==> src/rtl/core/ffaa_ram.sv <==
`timescale 1ns / 1ps
// ----------------------------------------------------------------------------
// ffaa_ram: generic single-port RAM
// One write or one read per cycle, registered read data.
// ----------------------------------------------------------------------------
module ffaa_ram #(
  parameter int unsigned Width = 8,
  parameter int unsigned Depth = 16
) (
  input  logic                     clk_i,
  input  logic                     we_i,
  input  logic [$clog2(Depth)-1:0] addr_i,
  input  logic [Width-1:0]         wdata_i,
  output logic [Width-1:0]         rdata_o
);

  logic [Width-1:0] mem_q [Depth];

  // write port and registered read
  always_ff @(posedge clk_i) begin
    if (we_i) begin
      mem_q[addr_i] <= wdata_i;
    end
    rdata_o <= mem_q[addr_i];
  end

endmodule

==> config.mk <==
export PLATFORM = sky130hd
export DESIGN_NAME = ffaa_ram
export DESIGN_NICKNAME = d
export VERILOG_FILES = /design/src/rtl/core/ffaa_ram.sv
export SDC_FILE = /design/constraint.sdc
export NUM_CORES = 1
export LEC_CHECK = 0
export ABC_AREA = 1
export BUFFER_PORTS_ARGS = -buffer_cell sky130_fd_sc_hd__buf_2
export CAP_MARGIN = 20
export CORE_MARGIN = 3
export CORE_UTILIZATION = 30
export CTS_CLUSTER_DIAMETER = 100
export DETAILED_ROUTE_END_ITERATION = 6
export MAX_ROUTING_LAYER = met4
export PLACE_DENSITY = 0.46
export SETUP_SLACK_MARGIN = 0.5
export SYNTH_ARGS = -nofsm -noshare
export SYNTH_HDL_FRONTEND = slang
export SYNTH_SLANG_ARGS = --single-unit
==> constraint.sdc <==
create_clock -name clk_i -period 1.3 [get_ports clk_i]
set_input_delay 0 -clock clk_i [delete_from_list [all_inputs] [get_ports clk_i]]
set_output_delay 0 -clock clk_i [all_outputs]
set_load 0.02 [all_outputs]
==> results.json <==
{
  "powerDensity_nw_per_um2": 1590,
  "synth_seq_cells": 136,
  "finalWeightedCongestion": 0.863,
  "insertion_delay_ns": 0.42,
  "cts.sink_count": 136,
  "slew-limit-headroom_pct": 65.6,
  "track_usage_pct": 14.9,
  "design_area_um2": 7020,
  "syn_inst": 548,
  "grt_start_max_net_pins": 32,
  "drt_iter0_markers": 256,
  "netlist_area_um2": 5590,
  "ios": 22,
  "cts_buffers": 17,
  "yosys.cell_count.top_type": "nand2_1",
  "grt_pass1_wl_um": 21500,
  "status": "completed",
  "via_per_inst": 4.40,
  "grt_use_met2_pct": 22.4,
  "grt_pass1_vias": 3706,
  "ctsHoldBuffers": 0,
  "syn_nets": 562,
  "path_clk_slew_ns": 0.06,
  "grt_util_met1_pct": 20.4,
  "nets": 596,
  "place_area_um2": 6220,
  "drv_slew": 0,
  "fin_crit_ns": 1.01,
  "hold_path_class": "in -> reg",
  "setup_viol": 0,
  "grt_use_met3_pct": 2.99,
  "ant_nets": 0,
  "dieArea_um2": 20300,
  "area_delta_synth_final_pct": 25.6,
  "ys_warn_count": 0,
  "drc_errors": 0,
  "synthArstFlopShare_pct": 0,
  "die_h_um": 143,
  "worstPathArrival_ns": 1.31,
  "setup_slack_ns": 0.292,
  "power.leakage_nw": 2.87,
  "pre_cts_ws_ns": 0.00761,
  "htree_levels": 4,
  "wl_per_cell_um": 17.0,
  "start_kind": "flip-flop",
  "grt_antenna_before_repair": 0,
  "cp.required_ns": 1.61,
  "synth_edf_count": 128,
  "wl_um": 14000,
  "core_um2": 18100,
  "ys_seq_area_share_pct": 71.6,
  "hpwl_um": 9090,
  "fillCellCount": 1786,
  "synth_top_area_share_pct": 68.7,
  "ir_drop_mv": 0.931,
  "numPortBuffers": 21,
  "grt_overflow_total": 0,
  "maxCapViolations": 0,
  "finalClockSkew_ns": 0.00741,
  "clockRootBuffer": "clkbuf_16",
  "syn_area_per_cell_um2": 10.2,
  "setup-tns-final_ns": 0,
  "tightest_slew_ns": 0.515,
  "synth_top_area_cell": "edfxtp_1",
  "top_usage_layer": "met2",
  "cts_tree": "built",
  "netlist_top_cells_count": "346 x nand2_1, 128 x edfxtp_1, 21 x inv_1",
  "synth.distinct_cells": 11,
  "endpoint_kind": "flip-flop",
  "layout-drive-gt1-share_pct": 20.3,
  "initial_core_util_pct": 30.8,
  "path_class": "reg -> reg",
  "die_x_um": 143,
  "dpl.cell_count": 791,
  "vias": 3626,
  "instances_no_fill": 824,
  "num_rows": 49,
  "cts_max_path_buffers": 2,
  "fin_crit_sh_pct": 77.5,
  "antenna_cells": 0,
  "synth_ff_type": "edfxtp_1",
  "crit_path_max_fanout": 1,
  "total_power_mw": 11.2,
  "rsz0062_at_grt": "true",
  "hold_viol": 0,
  "synth_area_leaders": "edfxtp_1 69%, nand2_1 23%, dfxtp_1 2.9%, inv_1 1.4%, nor2_1 1.2%",
  "max_freq_ghz": 0.992,
  "dr.pass1.iters": 5
}
## sequential cells by signal, summed over array words and instances (netlist names)
register / count
mem_q: 128
rdata_o: 8
## stage by stage
step                util, %  hold slack, ns
finish                 38.7          0.0482
global route           38.7          0.0552
CTS                    38.4          0.0460
detailed placement     34.3           0.416
global placement       34.3           0.417
floorplan                 -          0.0989
## critical path: stages, from the launching register on
cell	delay, ns
edfxtp_1	0.39
nand2_1	0.08
nand2_1	0.07
nand2_1	0.06
nand2_1	0.05
nand2_1	0.06
nand2_1	0.06
inv_1	0.07
nand2_2	0.06
## final timing paths
path | from | endpoint | slack, ns | cells after the start
max reg2reg | mem_q[9][7] | rdata_o[7] | 0.29 | 8
min | wdata_i[6] | mem_q[14][6] | 0.05 | 1
min reg2reg | mem_q[10][2] | rdata_o[2] | 0.72 | 8
max | mem_q[9][7] | rdata_o[7] | 0.29 | 8
## kinds of logic (layout without fill, tap and decap cells)
kind of cell	Yosys count	in the layout	synth area share (%)
flops	136	136	71.6
buf+inv	44	91	3.62
simple gates	368	368	24.8
## layer usage
| metal | share of wire [%] | vias to the layer above |
|---|---|---|
| met5 | 0 | - |
| met1 | 49 | 1726 |
| met3 | 2.5 | 19 |
| met2 | 47 | 55 |
| li1 | - | 1826 |
| met4 | 1.6 | 0 |
## power by group
part | internal (mW) | total (mW) | leakage (nW) | switching (mW)
Clock | 3.69 | 5.46 | 0.326 | 1.77
Sequential | 4.91 | 4.94 | 1.22 | 0.0346
Combinational | 0.244 | 0.782 | 1.32 | 0.538
## layout make-up
class / count / area (um^2) / share of cell area [%]
Clock buffer: 20 / 457 / 6.50
Tap cell: 229 / 287 / 4.08
Multi-Input combinational cell: 368 / 1610 / 23.0
Inverter: 23 / 111 / 1.59
Clock inverter: 12 / 223 / 3.17
Timing Repair Buffer: 36 / 320 / 4.56
Sequential cell: 136 / 4010 / 57.1
## layout by cell type, fill, tap and decap left out
cell type	instances
clkinv_2	2
inv_2	6
buf_4	12
nand2_2	17
clkinv_8	1
buf_12	4
dfxtp_1	1
clkinv_4	2
inv_1	15
nand3_4	4
edfxtp_1	128
nor2_4	18
bufinv_16	6
inv_12	1
clkbuf_16	17
clkbuf_1	1
buf_2	12
buf_6	8
nand2_1	329
clkinvlp_4	2
dfxtp_2	7
clkbuf_8	2
## timing repair
action,in CTS,in global routing
setup buffers,0,1
pin swaps,19,32
hold endpoints to repair,0,0
gates resized for setup,29,15
endpoints found under the setup margin,66,25
Power figures use the tool's default switching activity.
